`config.mk`:
```
export PLATFORM = sky130hd
export DESIGN_NAME = dpp_front
export DESIGN_NICKNAME = d
export VERILOG_FILES = /design/src/rtl/dpp_pkg.sv /design/src/rtl/dpp_front.sv
export SDC_FILE = /design/constraint.sdc
export NUM_CORES = 1
export LEC_CHECK = 0
export BUFFER_PORTS_ARGS = -buffer_cell sky130_fd_sc_hd__buf_2
export CAP_MARGIN = 40
export CELL_PAD_IN_SITES_DETAIL_PLACEMENT = 0
export CELL_PAD_IN_SITES_GLOBAL_PLACEMENT = 1
export CORE_UTILIZATION = 32
export DETAILED_ROUTE_END_ITERATION = 6
export MAX_ROUTING_LAYER = met4
export PLACE_DENSITY = 0.93
export SLEW_MARGIN = 20
export SYNTH_ARGS = -nofsm -noshare
export SYNTH_HDL_FRONTEND = slang
export SYNTH_SLANG_ARGS = --single-unit
```
`constraint.sdc`:
```
create_clock -name vclk -period 5.1
set_input_delay 0.255 -clock vclk [all_inputs]
set_output_delay 0.255 -clock vclk [all_outputs]
set_load 0.02 [all_outputs]
```
`src/rtl/dpp_pkg.sv`:
```
// ----------------------------------------------------------------------------
// dpp_pkg
// Shared types, register codes and reset calibration of the depth pixel to
// point unit.
// ----------------------------------------------------------------------------
package dpp_pkg;

	localparam int DEFAULT_COORD_BITS      = 12;
	localparam int DEFAULT_RECIP_FRAC_BITS = 24;
	localparam int DEFAULT_QUEUE_DEPTH     = 4;

	localparam int DEPTH_W    = 16;
	localparam int CENTER_W   = 16;
	localparam int RECIP_W    = 24;
	localparam int RECIP_LO_W = 12;
	localparam int RECIP_HI_W = RECIP_W - RECIP_LO_W;
	localparam int POINT_W    = 32;
	localparam int CFG_DATA_W = 24;
	localparam int CFG_ADDR_W = 3;
	localparam int NUM_STAGES = 5;

	typedef enum logic [CFG_ADDR_W-1:0] {
		REG_INV_FOCAL_X  = 3'd0,
		REG_INV_FOCAL_Y  = 3'd1,
		REG_CENTER_X_Q4  = 3'd2,
		REG_CENTER_Y_Q4  = 3'd3,
		REG_INVALID_CODE = 3'd4
	} reg_idx_t;

	localparam logic [RECIP_W-1:0]  RST_INV_FOCAL_X  = 24'd46320;
	localparam logic [RECIP_W-1:0]  RST_INV_FOCAL_Y  = 24'd46155;
	localparam logic [CENTER_W-1:0] RST_CENTER_X_Q4  = 16'd5120;
	localparam logic [CENTER_W-1:0] RST_CENTER_Y_Q4  = 16'd3840;
	localparam logic [DEPTH_W-1:0]  RST_INVALID_CODE = 16'd4096;

	typedef struct packed {
		logic [RECIP_W-1:0]  inv_focal_x;
		logic [RECIP_W-1:0]  inv_focal_y;
		logic [CENTER_W-1:0] center_x_q4;
		logic [CENTER_W-1:0] center_y_q4;
		logic [DEPTH_W-1:0]  invalid_code;
	} cfg_t;

	typedef struct packed {
		logic full;
		logic empty;
	} q_status_t;

endpackage

```
`src/rtl/dpp_front.sv`:
```
// ----------------------------------------------------------------------------
// dpp_front
// Drops empty and invalid depth samples and forms the signed pixel offsets
// from the principal point as sign and magnitude.
// ----------------------------------------------------------------------------
module dpp_front #(
	parameter int COORD_BITS = dpp_pkg::DEFAULT_COORD_BITS,
	parameter int MAG_W      = 16
) (
	input  logic                         accept,
	input  dpp_pkg::cfg_t                cfg,
	input  logic [dpp_pkg::DEPTH_W-1:0]  pixel_depth,
	input  logic [COORD_BITS-1:0]        pixel_col,
	input  logic [COORD_BITS-1:0]        pixel_row,
	output logic                         wr,
	output logic [MAG_W-1:0]             mag_x,
	output logic                         neg_x,
	output logic [MAG_W-1:0]             mag_y,
	output logic                         neg_y
);
	import dpp_pkg::*;

	logic [MAG_W-1:0] pos_x, pos_y, ctr_x, ctr_y;

	assign wr = accept && (pixel_depth != '0) && (pixel_depth != cfg.invalid_code);

	always_comb begin
		pos_x = MAG_W'({pixel_col, 4'b0000});
		pos_y = MAG_W'({pixel_row, 4'b0000});
		ctr_x = MAG_W'(cfg.center_x_q4);
		ctr_y = MAG_W'(cfg.center_y_q4);
		neg_x = pos_x < ctr_x;
		neg_y = pos_y < ctr_y;
		mag_x = neg_x ? (ctr_x - pos_x) : (pos_x - ctr_x);
		mag_y = neg_y ? (ctr_y - pos_y) : (pos_y - ctr_y);
	end

endmodule

```
==> impl_metrics.env <==
export IMPL_grt_first_pass_wirelength_mm=11.6
export IMPL_critPathMaxFanout=12
export IMPL_gates_resized_cts_repair=0
export IMPL_sw_frac_of_total_pct=59.7
export IMPL_intPower_uw=197
export IMPL_ys_seq_area_share_pct=0
export IMPL_mean_area_per_synthesized_cell_um2=7.07
export IMPL_setup_worst_path_end_class="output pin"
export IMPL_core_area_mm2=0.00781
export IMPL_timing_slew_headroom_pct=49.1
export IMPL_port_buf_inserts=124
export IMPL_design_die_area_mm2=0.00852
export IMPL_syn_to_final_growth_pct=25.2
export IMPL_final_max_slew_violation_count=0
export IMPL_grt_start_max_net_pins=23
export IMPL_setup_repair_after_global_routing_missed_its_margin="false"
export IMPL_synth_simple_gate_area_share_pct=16.8
export IMPL_start_util_pct=33.4
export IMPL_synth_top_family_by_area="compound AO/OA/AOI/OAI gates"
export IMPL_crit_share_post_route_pct=64.3
export IMPL_timing_critical_path_to="mag_y[7]"
export IMPL_timing_critical_path_arrival_ps=3030
export IMPL_layout_clock_buffers=0
export IMPL_mapped_nets=556
export IMPL_power_density_mw_per_mm2=149
export IMPL_drc_errors=0
export IMPL_pin_count=172
export IMPL_drive_above_1_share_pct=27.6
export IMPL_holdBufCountCts=0
export IMPL_synth_fa_ha_area_share_pct=24.5
export IMPL_synthXorXnorAreaFrac_pct=14.4
export IMPL_hpwl_mm=6.12
export IMPL_share_of_the_synthesized_area_in_compound_gates_ao_oa_aoi_oai_pct=27.7
export IMPL_ys_top_cells_by_area="sky130_fd_sc_hd__ha_1 (23%), sky130_fd_sc_hd__xor2_1 (10%), sky130_fd_sc_hd__inv_1 (7.8%)"
export IMPL_vdd_ir_drop_worst_mv=0.0840
export IMPL_p_leak_nw=1.86
export IMPL_setup_violations=0
export IMPL_share_of_power_burned_in_combinational_logic_pct=100.0
export IMPL_first_global_vias=2761
export IMPL_dpl_worst_slack_ps=1810
export IMPL_post_cts_repair_setup_buffers=0
export IMPL_num_vias=2960
export IMPL_post_drt_via_cell_ratio=5.10
export IMPL_holdCritPathClass="input port to output pin"
export IMPL_criticalPathCategory="input port to output pin"
export IMPL_antenna_left=0
export IMPL_synth_distinct_cells=52
export IMPL_layout_filler_cells=815
export IMPL_yosysWarningCount=0
export IMPL_cp_required_ps=4850
export IMPL_finalWirelength_mm=7.03
export IMPL_power_switching_uw=291
export IMPL_slew_worst_pin_ps=744
export IMPL_timing_final_ws_setup_ps=1820
export IMPL_timing_critical_path_from="cfg[21]"
export IMPL_grt_antenna_before_repair=0
export IMPL_final_util_pct=41.8
export IMPL_fmax_ghz=0.305
export IMPL_drv_cap=0
export IMPL_grt_overflow=0
export IMPL_detailedRoute_firstPassIterationCount=4
export IMPL_wl_per_cell_um=12.1
export IMPL_synthMostInstantiatedCell="sky130_fd_sc_hd__inv_1"
export IMPL_synth_area_mux_share_pct=5.03
export IMPL_fin_worst_hold_slack_ps=764
export IMPL_share_clk_of_total_power_pct=0
export IMPL_antenna_cells_inserted=0
export IMPL_globalplace_congestion=0.926
export IMPL_final_hold_violation_count=0
export IMPL_power_uw=488
export IMPL_netlist_top_cell_by_area="sky130_fd_sc_hd__ha_1"
export IMPL_fin_tns_setup_ps=0
export IMPL_timing_final_crit_period_ps=3280
export IMPL_gate_count_of_the_mapped_netlist=369
export IMPL_sequential_share_of_power_pct=0
export IMPL_status="completed"
export IMPL_initialDrtViolationCount=63
export IMPL_crit_path_start_kind="input port"
export IMPL_ff_latch_area_um2=0
export IMPL_grt_total_usage_pct=16.0
export IMPL_placement_rows=32
export IMPL_holdPathStages=2
export IMPL_syn_area_mm2=0.00261
export IMPL_portion_of_synthesized_cell_area_occupied_by_the_leading_cell_type_pct=23.0
export IMPL_die_width_um=92.3
export IMPL_die_y_um=92.3
export IMPL_final_nets=667
export IMPL_synth_top_cells_by_count="sky130_fd_sc_hd__inv_1 (54), sky130_fd_sc_hd__ha_1 (48), sky130_fd_sc_hd__a21oi_1 (34), sky130_fd_sc_hd__xor2_1 (31), sky130_fd_sc_hd__nor2_1 (24)"
export IMPL_sequential_cell_total=0
per-stage QoR:
stage	std cells	cell area [um2]
floorplan	369	2610
global placement	580	3270
detailed placement	580	3270
CTS	580	3270
global route	580	3270
finish	580	3270
worst min-delay path by stage:
stage,slack (ps),endpoint,start
5_1_grt,770,mag_y[0],cfg[16]
2_1_floorplan,620,mag_x[0],cfg[32]
6_report,760,mag_y[0],cfg[16]
4_1_cts,760,mag_y[0],cfg[16]
3_5_place_dp,760,mag_y[0],cfg[16]
3_3_place_gp,760,mag_x[0],cfg[32]
metal layers:
metal	GRT usage, %	up-vias	share of wire, %
met2	29.1	82	50
met1	20.6	1363	46
met4	0.911	0	0.48
met5	-	-	0
li1	-	1509	-
met3	0.493	6	3.8
power by group through the flow:
stage	Clock, mW	Sequential [mW]	Combinational [mW]
6_report	0	0	0.488
5_1_grt	0	0	0.533
4_1_cts	0	0	0.488
3_5_place_dp	0	0	0.486
3_3_place_gp	0	0	0.480
2_1_floorplan	0	0	0.340
placed cells by master, fill, tap and decap left out, types with 2 or more instances in the layout:
master,count
sky130_fd_sc_hd__a221oi_1,2
sky130_fd_sc_hd__inv_1,54
sky130_fd_sc_hd__nor4_1,8
sky130_fd_sc_hd__o211ai_1,6
sky130_fd_sc_hd__nor2_1,24
sky130_fd_sc_hd__and3_1,3
sky130_fd_sc_hd__a21oi_1,34
sky130_fd_sc_hd__o21a_1,4
sky130_fd_sc_hd__nand3_1,4
sky130_fd_sc_hd__mux2i_1,12
sky130_fd_sc_hd__o31ai_1,4
sky130_fd_sc_hd__nand4_1,3
sky130_fd_sc_hd__nand2_1,16
sky130_fd_sc_hd__a211oi_1,2
sky130_fd_sc_hd__nor3_1,8
sky130_fd_sc_hd__o21ai_0,19
sky130_fd_sc_hd__buf_2,124
sky130_fd_sc_hd__o21bai_1,5
sky130_fd_sc_hd__a221o_1,2
sky130_fd_sc_hd__a41oi_1,2
sky130_fd_sc_hd__a31oi_1,2
sky130_fd_sc_hd__ha_1,48
sky130_fd_sc_hd__fa_1,2
sky130_fd_sc_hd__nand2b_1,6
sky130_fd_sc_hd__o41ai_1,3
sky130_fd_sc_hd__o211a_1,2
sky130_fd_sc_hd__or3_1,3
sky130_fd_sc_hd__nor2b_1,4
sky130_fd_sc_hd__o31a_1,2
sky130_fd_sc_hd__a21o_1,10
sky130_fd_sc_hd__xor2_1,31
sky130_fd_sc_hd__and3b_1,2
sky130_fd_sc_hd__xnor2_1,12
logic make-up after synthesis:
family,count (synthesis)
AO/OA/AOI/OAI,107
buffers and inverters,70
multiplexers,13
AND/OR/NAND/NOR,86
XOR/XNOR,43
adder cells (fa/ha/maj),50
worst max-delay path: stages:
cell and delay (ps):
sky130_fd_sc_hd__buf_2 100, sky130_fd_sc_hd__inv_1 70, sky130_fd_sc_hd__ha_1 240, sky130_fd_sc_hd__or3_1 360, sky130_fd_sc_hd__a31oi_1 170, sky130_fd_sc_hd__o21bai_1 150, sky130_fd_sc_hd__and3_4 190, sky130_fd_sc_hd__o41ai_4 570
sky130_fd_sc_hd__buf_4 320, sky130_fd_sc_hd__mux2i_1 250, sky130_fd_sc_hd__xor2_1 160, sky130_fd_sc_hd__buf_2 180
cell type report:
cell class	instances	area (um2)	area share (%)
repair buffers	125	628	19.2
well taps	102	128	3.91
inverters	54	203	6.20
multi-input cells	299	2310	70.7
Power figures use the tool's default switching activity.
