File: config.mk
export PLATFORM = sky130hd
export DESIGN_NAME = dpp_queue
export DESIGN_NICKNAME = d
export VERILOG_FILES = /design/src/rtl/dpp_pkg.sv /design/src/rtl/dpp_queue.sv
export SDC_FILE = /design/constraint.sdc
export NUM_CORES = 1
export LEC_CHECK = 0
export ABC_CLOCK_PERIOD_IN_PS = 3200
export BUFFER_PORTS_ARGS = -buffer_cell sky130_fd_sc_hd__buf_2
export CAP_MARGIN = 25
export CORE_MARGIN = 5
export CORE_UTILIZATION = 59
export CTS_BUF_LIST = sky130_fd_sc_hd__clkbuf_4 sky130_fd_sc_hd__clkbuf_8
export DETAILED_ROUTE_END_ITERATION = 10
export PLACE_DENSITY = 0.82
export SETUP_SLACK_MARGIN = 0.1
export SLEW_MARGIN = 20
export SYNTH_ARGS = -nofsm -noshare
export SYNTH_HDL_FRONTEND = slang
export SYNTH_SLANG_ARGS = --single-unit
export TNS_END_PERCENT = 1
File: constraint.sdc
create_clock -name clk -period 3.2 [get_ports clk]
set_clock_uncertainty 0.15 [all_clocks]
set_input_delay 0.16 -clock clk [delete_from_list [all_inputs] [get_ports clk]]
set_output_delay 0.16 -clock clk [all_outputs]
set_load 0.02 [all_outputs]
File: src/rtl/dpp_pkg.sv
// ----------------------------------------------------------------------------
// dpp_pkg
// Shared types, register codes and reset calibration of the depth pixel to
// point unit.
// ----------------------------------------------------------------------------
package dpp_pkg;

	localparam int DEFAULT_COORD_BITS      = 12;
	localparam int DEFAULT_RECIP_FRAC_BITS = 24;
	localparam int DEFAULT_QUEUE_DEPTH     = 4;

	localparam int DEPTH_W    = 16;
	localparam int CENTER_W   = 16;
	localparam int RECIP_W    = 24;
	localparam int RECIP_LO_W = 12;
	localparam int RECIP_HI_W = RECIP_W - RECIP_LO_W;
	localparam int POINT_W    = 32;
	localparam int CFG_DATA_W = 24;
	localparam int CFG_ADDR_W = 3;
	localparam int NUM_STAGES = 5;

	typedef enum logic [CFG_ADDR_W-1:0] {
		REG_INV_FOCAL_X  = 3'd0,
		REG_INV_FOCAL_Y  = 3'd1,
		REG_CENTER_X_Q4  = 3'd2,
		REG_CENTER_Y_Q4  = 3'd3,
		REG_INVALID_CODE = 3'd4
	} reg_idx_t;

	localparam logic [RECIP_W-1:0]  RST_INV_FOCAL_X  = 24'd46320;
	localparam logic [RECIP_W-1:0]  RST_INV_FOCAL_Y  = 24'd46155;
	localparam logic [CENTER_W-1:0] RST_CENTER_X_Q4  = 16'd5120;
	localparam logic [CENTER_W-1:0] RST_CENTER_Y_Q4  = 16'd3840;
	localparam logic [DEPTH_W-1:0]  RST_INVALID_CODE = 16'd4096;

	typedef struct packed {
		logic [RECIP_W-1:0]  inv_focal_x;
		logic [RECIP_W-1:0]  inv_focal_y;
		logic [CENTER_W-1:0] center_x_q4;
		logic [CENTER_W-1:0] center_y_q4;
		logic [DEPTH_W-1:0]  invalid_code;
	} cfg_t;

	typedef struct packed {
		logic full;
		logic empty;
	} q_status_t;

endpackage

File: src/rtl/dpp_queue.sv
// ----------------------------------------------------------------------------
// dpp_queue
// Short first-in first-out queue between the classifying front and the
// projection back end.
// ----------------------------------------------------------------------------
module dpp_queue #(
	parameter int WIDTH = 58,
	parameter int DEPTH = dpp_pkg::DEFAULT_QUEUE_DEPTH
) (
	input  logic                 clk,
	input  logic                 arst_n,
	input  logic                 wr,
	input  logic [WIDTH-1:0]     wdata,
	input  logic                 rd,
	output logic [WIDTH-1:0]     rdata,
	output dpp_pkg::q_status_t   status
);
	import dpp_pkg::*;

	localparam int PTR_W = (DEPTH > 1) ? $clog2(DEPTH) : 1;
	localparam int CNT_W = $clog2(DEPTH + 1);

	logic [WIDTH-1:0] mem_q [DEPTH];
	logic [PTR_W-1:0] wr_ptr_q;
	logic [PTR_W-1:0] rd_ptr_q;
	logic [CNT_W-1:0] count_q;

	always_ff @(posedge clk) begin
		if (wr) begin
			mem_q[wr_ptr_q] <= wdata;
		end
	end

	always_ff @(posedge clk or negedge arst_n) begin
		if (!arst_n) begin
			wr_ptr_q <= '0;
			rd_ptr_q <= '0;
			count_q  <= '0;
		end else begin
			if (wr) begin
				wr_ptr_q <= (wr_ptr_q == PTR_W'(DEPTH - 1)) ? '0 : wr_ptr_q + 1'b1;
			end
			if (rd) begin
				rd_ptr_q <= (rd_ptr_q == PTR_W'(DEPTH - 1)) ? '0 : rd_ptr_q + 1'b1;
			end
			case ({wr, rd})
				2'b10:   count_q <= count_q + 1'b1;
				2'b01:   count_q <= count_q - 1'b1;
				default: count_q <= count_q;
			endcase
		end
	end

	assign rdata        = mem_q[rd_ptr_q];
	assign status.empty = (count_q == '0);
	assign status.full  = (count_q == CNT_W'(DEPTH));

endmodule

==> flow_metrics.py, run 1 <==
metrics = {
    "run_status": {
        "outcome": "finished, final reports clean",
    },
    "placement": {
        "preCtsSetupSlack_ns": 0.978,
        "dp_hpwl_um": 9580,
        "placed_area_sq_um": 9660,
        "io_buffers": 121,
        "gp_congestion": 0.737,
    },
    "synthesis": {
        "yosysTopAreaCell": "edfxtp_1",
        "avgSynthCellArea_sq_um": 25.9,
        "synthTopCellsByArea": "edfxtp_1, mux4_2, dfrtp_1",
        "synth.most_common_cell": "edfxtp_1",
        "ys_types": 21,
        "synth_top_flop_cell": "edfxtp_1",
        "async_reset_ff_frac": 0.0293,
        "synth_edf_count": 232,
        "synth_common_cells": "edfxtp_1, mux4_2, dfrtp_1",
        "seq_area_frac_synth": 0.806,
        "synth.top_cell.area_share": 0.786,
        "synth_area_sq_um": 8860,
        "ys_ff_latch": 239,
        "yosysWarnings": 0,
        "syn_nets": 411,
        "synth_cells": 342,
    },
    "timing": {
        "hold_viol": 0,
        "rsz0062_at_grt": "false",
        "maxSlewHeadroom": 0.579,
        "worstMarginPinSlew_ns": 0.631,
        "timing.fmax_ghz": 0.371,
        "timing.final.crit_share": 0.841,
        "fin_setup_tns_ns": 0,
        "period_minus_slack_ns": 2.69,
        "drv_slew": 0,
        "setup_viol": 0,
        "setup_slack_ns": 0.508,
    },
    "pwr": {
        "power_uw": 9580,
        "p_seq_frac": 0.448,
        "switching_share": 0.312,
        "p_leak_uw": 0.00388,
        "vdd_drop_max_mv": 0.675,
        "combPwrFrac": 0.305,
        "power_density_nw_per_um2": 874,
        "switching_power_uw": 2990,
        "p_int_uw": 6600,
        "pwr-share-clk": 0.247,
    },
    "setup_path": {
        "cpPeakStageDelay_ns": 0.71,
        "cpMaxStageDelayCell": "dfrtp_4",
        "critPathMaxFanout": 24,
        "cp_cell_sequence": "buf_4, mux4_2, buf_2",
        "critPathRequiredTime_ns": 2.89,
        "worst-setup-path-type": "reg -> out",
        "end_kind": "primary output",
        "arrival_ns": 2.38,
        "cp-start-kind": "register",
        "rrSetupSlack_ns": 1.15,
    },
    "drt": {
        "wl_per_cell_um": 22.1,
        "drt_iter0_markers": 291,
        "drcViolationCount": 0,
        "ant_nets": 0,
        "vias_per_cell": 5.57,
        "vias": 4256,
        "drtPass1Iterations": 4,
        "finalWirelength_um": 16900,
    },
    "cells_and_area": {
        "layout-drive-gt1-share": 0.431,
        "fillCellCount": 823,
        "nets": 627,
        "syn_to_final_growth_pct": 23.7,
        "antenna_cells": 0,
        "stdcell_area_sq_um": 11000,
    },
    "cts": {
        "postCtsSetupBuffers": 0,
        "clk_pin_slew_worst_paths_ns": 0.07,
        "htree_levels": 2,
        "clock_latency_ns": 0.50,
        "clock_sinks": 239,
        "cts_buffers": 37,
        "root_buffer": "clkbuf_8",
        "cts_tree": "built",
        "clk_path_buf_depth": 3,
    },
    "floorplanning": {
        "die-width_um": 133,
        "core_sq_um": 14600,
        "die_h_um": 133,
        "fp.dieArea_sq_um": 17600,
        "start_util": 0.605,
        "ioPinCount": 122,
        "rows": 44,
    },
    "run": {
        "cap_violations": 0,
    },
    "global_route": {
        "grt_first_pass_wirelength_um": 26800,
        "grt.overflow.total": 0,
        "grt_pass1_vias": 4843,
        "antenna_found_initial": 0,
        "grt_max_degree": 59,
        "grtUsageTotal": 0.200,
    },
    "min_path": {
        "hp-class": "in -> reg",
    },
}
-- path summary, 6_finish.rpt --
| kind | from | endpoint | depth (start not counted) |
|---|---|---|---|
| worst max-delay path | rd_ptr_q[0] | rdata[56] | 3 |
| worst min register to register | count_q[2] | count_q[2] | 1 |
| worst max register to register | wr_ptr_q[0] | mem_q[0][35] | 4 |
| max in group asynchronous | arst_n | rd_ptr_q[0] | 3 |
| min in group asynchronous | arst_n | count_q[2] | 3 |
| worst min-delay path | wdata[51] | mem_q[1][51] | 2 |
-- through the flow --
stage,std cells,util,hold WS (ns)
2_1_floorplan,342,-,-0.286
3_3_place_gp,641,0.659,-0.153
3_5_place_dp,641,0.659,-0.140
4_1_cts,764,0.749,0.234
5_1_grt,764,0.749,0.234
6_report,764,0.749,0.270
-- sequential cells by signal (all words and copies together) (netlist names) --
register / cells
rd_ptr_q: 2
count_q: 3
mem_q: 232
wr_ptr_q: 2
-- layout make-up --
cell class              instances  area (sq um)  area share
inverters                       6          22.5     0.00205
multi-input cells              83          1530       0.139
clock inverters                14          87.6     0.00799
repair buffers                191          1350       0.123
well taps                     184           230      0.0210
flip-flops and latches        239          7150       0.652
clock buffers                  47           597      0.0544
-- what timing repair did --
item	CTS	global route
endpoints found under the setup margin	0	0
gates resized for setup	0	0
hold buffers	62	0
endpoints found under the hold margin	245	0
-- power groups by stage --
stage               logic [uW]  registers (uW)  clock network (uW)
finish                    2920            4290                2370
CTS                       2970            4300                2410
detailed placement        2900            4360                   0
global route              3130            4350                2590
global placement          2870            4320                   0
floorplan                 2280            4180                   0
-- cell families after synthesis --
kind of cell    Yosys count  share of synthesized area
simple gates             10                    0.00607
xor+xnor                  3                    0.00297
buf+inv                  20                     0.0219
compound gates            2                    0.00113
fa+ha+maj                 7                     0.0107
flops                   239                      0.806
mux                      61                      0.151
-- critical path: cells and delay by family (launching register included) --
family                 cells  cell delay, ns
multiplexers               1            0.57
buffers and inverters      2            0.59
flip-flops                 1            0.71
-- placed cells by master (no fill, tap or decap), drive strengths merged, types with 4 or more instances in the layout --
master / n
edfxtp: 232
buf: 129
dlygate4sd3: 62
mux4: 58
clkbuf: 47
clkinv: 13
dfrtp: 7
inv: 6
ha: 6
and2: 4
-- layer usage --
| metal | vias to the layer above | share of wire | track usage |
|---|---|---|---|
| li1 | 1889 | - | - |
| met1 | 2163 | 0.39 | 0.257 |
| met2 | 172 | 0.51 | 0.334 |
| met3 | 32 | 0.069 | 0.0494 |
| met4 | 0 | 0.023 | 0.0762 |
| met5 | - | 0 | 0 |
Power figures use the tool's default switching activity.
==> run 2, diff against run 1 <==
ABC_CLOCK_PERIOD_IN_PS = 2200   (was 3200)
CORE_UTILIZATION = 53   (was 59)
PLACE_DENSITY = 0.77   (was 0.82)
clock period = 2.2 ns   (was 3.2 ns; I/O delays follow)
==> run 2 against run 1 <==
Against the previous run: the run now ends with negative setup slack left; first-iteration DRC count shrank 18%; sequential power grew 42%; die area grew 10%; clock-buffer cell count grew 2; largest cell class unchanged; highest routed layer unchanged.
==> flow_metrics.py, run 2 (same netlist as run 1, synthesis figures left out) <==
metrics = {
    "run_status": {
        "outcome": "finished with violations",
        "violations": "negative setup slack",
    },
    "global_route": {
        "grt_pass1_vias": 4812,
        "grt.overflow.total": 0,
        "antenna_found_initial": 0,
        "grtUsageTotal": 0.176,
        "grt_first_pass_wirelength_um": 26400,
        "grt_max_degree": 35,
    },
    "timing": {
        "rsz0062_at_grt": "true",
        "worstMarginPinSlew_ns": 0.360,
        "hold_viol": 0,
        "timing.fmax_ghz": 0.453,
        "fin_setup_tns_ns": -0.0187,
        "period_minus_slack_ns": 2.21,
        "timing.final.crit_share": 1.00,
        "drv_slew": 0,
        "setup_slack_ns": -0.00568,
        "setup_viol": 5,
        "maxSlewHeadroom": 0.760,
    },
    "setup_path": {
        "cp_cell_sequence": "buf_12, buf_12, mux4_2, buf_6",
        "r2r_cells": 4,
        "end_kind": "primary output",
        "crit_start": "rd_ptr_q[0]",
        "path_common_cell": "buf_12",
        "arrival_ns": 1.95,
        "cp-start-kind": "register",
        "critPathMaxFanout": 7,
        "cpMaxStageDelayCell": "mux4_2",
        "worst-setup-path-type": "reg -> out",
        "regToRegStartpoint": "wr_ptr_q[1]",
        "rrSetupSlack_ns": 0.43,
        "endpoint": "rdata[14]",
        "critPathRequiredTime_ns": 1.94,
        "cpPeakStageDelay_ns": 0.54,
        "worst_r2r_endpoint": "mem_q[1][8]",
    },
    "drt": {
        "drcViolationCount": 0,
        "vias_per_cell": 5.29,
        "wl_per_cell_um": 21.0,
        "finalWirelength_um": 17200,
        "vias": 4315,
        "drt_iter0_markers": 239,
        "ant_nets": 0,
        "drtPass1Iterations": 4,
    },
    "floorplanning": {
        "core_sq_um": 16500,
        "ioPinCount": 122,
        "die_h_um": 139,
        "start_util": 0.538,
        "fp.dieArea_sq_um": 19400,
        "rows": 47,
        "die-width_um": 139,
    },
    "cells_and_area": {
        "nets": 644,
        "largest_reg_flops": 232,
        "antenna_cells": 0,
        "layout_common_cells": "edfxtp_1, buf_2, dlygate4sd3_1",
        "layout.cells.non_filler": 816,
        "reg_top3": "mem_q x232, count_q x3",
        "syn_to_final_growth_pct": 29.5,
        "top_register": "mem_q",
        "layout-drive-gt1-share": 0.441,
        "fillCellCount": 1007,
        "final_common_cell": "edfxtp_1",
        "post-route-util": 0.697,
    },
    "pwr": {
        "power_density_nw_per_um2": 1300,
        "power_uw": 14900,
        "vdd_drop_max_mv": 0.796,
        "p_leak_uw": 0.00407,
    },
    "placement": {
        "io_buffers": 121,
        "dp_hpwl_um": 10000,
        "gp_congestion": 0.726,
        "preCtsSetupSlack_ns": 0.413,
        "dp.cells": 686,
    },
    "cts": {
        "root_buffer": "clkbuf_8",
        "clock_latency_ns": 0.49,
        "cts_buffers": 37,
        "cts_tree": "built",
        "clk_pin_slew_worst_paths_ns": 0.06,
        "clk_path_buf_depth": 3,
        "htree_levels": 2,
        "clock_sinks": 239,
    },
    "min_path": {
        "holdPathStages": 2,
        "hp-class": "in -> reg",
    },
    "run": {
        "cap_violations": 0,
    },
}
run 2: cell types whose count changed in the layout (fill, tap and decap cells not counted), sizes merged:
cell,previous run,this run
buf,129,141
bufinv,1,0
clkbuf,47,54
clkinv,13,11
run 2: layout make-up:
type / count / area (sq um) / share of cell area
Clock buffer: 49 / 599 / 0.0522
Multi-Input combinational cell: 83 / 1530 / 0.134
Clock inverter: 11 / 43.8 / 0.00382
Tap cell: 220 / 275 / 0.0240
Inverter: 6 / 22.5 / 0.00196
Sequential cell: 239 / 7150 / 0.623
Timing Repair Buffer: 208 / 1850 / 0.161
run 2: per-stage QoR:
step	cell area, sq um	hold slack [ns]
detailed placement	9810	-0.196
CTS	11200	0.174
global placement	9810	-0.202
floorplan	8860	-0.336
global route	11500	0.184
finish	11500	0.212
run 2: layer usage:
metal / up-vias / share of wire / routed length [um] / GRT usage
met4: 0 / 0.024 / 419 / 0.0654
met1: 2198 / 0.39 / 6670 / 0.222
met3: 34 / 0.069 / 1190 / 0.0460
li1: 1926 / - / - / -
met5: - / 0 / 0 / 0
met2: 157 / 0.52 / 8870 / 0.296
run 2: worst max-delay path, delay by kind of cell, from the launching register on:
family | cells | cell delay (ns)
buffers and inverters | 3 | 0.45
flip-flops | 1 | 0.45
multiplexers | 1 | 0.54
run 2: report_power, final:
| group | internal, uW | switching (uW) |
|---|---|---|
| combinational | 2750 | 2760 |
| sequential | 5850 | 261 |
| clock | 1750 | 1510 |
| total | 10300 | 4540 |
run 2: what timing repair did:
| item | CTS | global route |
|---|---|---|
| hold buffers | 62 | 0 |
| gates cloned | 0 | 6 |
| pin swaps | 0 | 0 |
| endpoints found under the setup margin | 58 | 58 |
| resized for setup | 32 | 38 |
| setup buffers | 0 | 2 |
| hold endpoints to repair | 247 | 0 |
run 2: how the worst min path moves through the flow:
stage                   start      endpoint  slack, ns
floorplan              arst_n    count_q[0]      -0.34
global placement       arst_n    count_q[2]      -0.20
detailed placement     arst_n    count_q[1]      -0.20
CTS                 wdata[16]  mem_q[3][16]       0.17
global route         wdata[1]   mem_q[0][1]       0.18
finish               wdata[1]   mem_q[0][1]       0.21
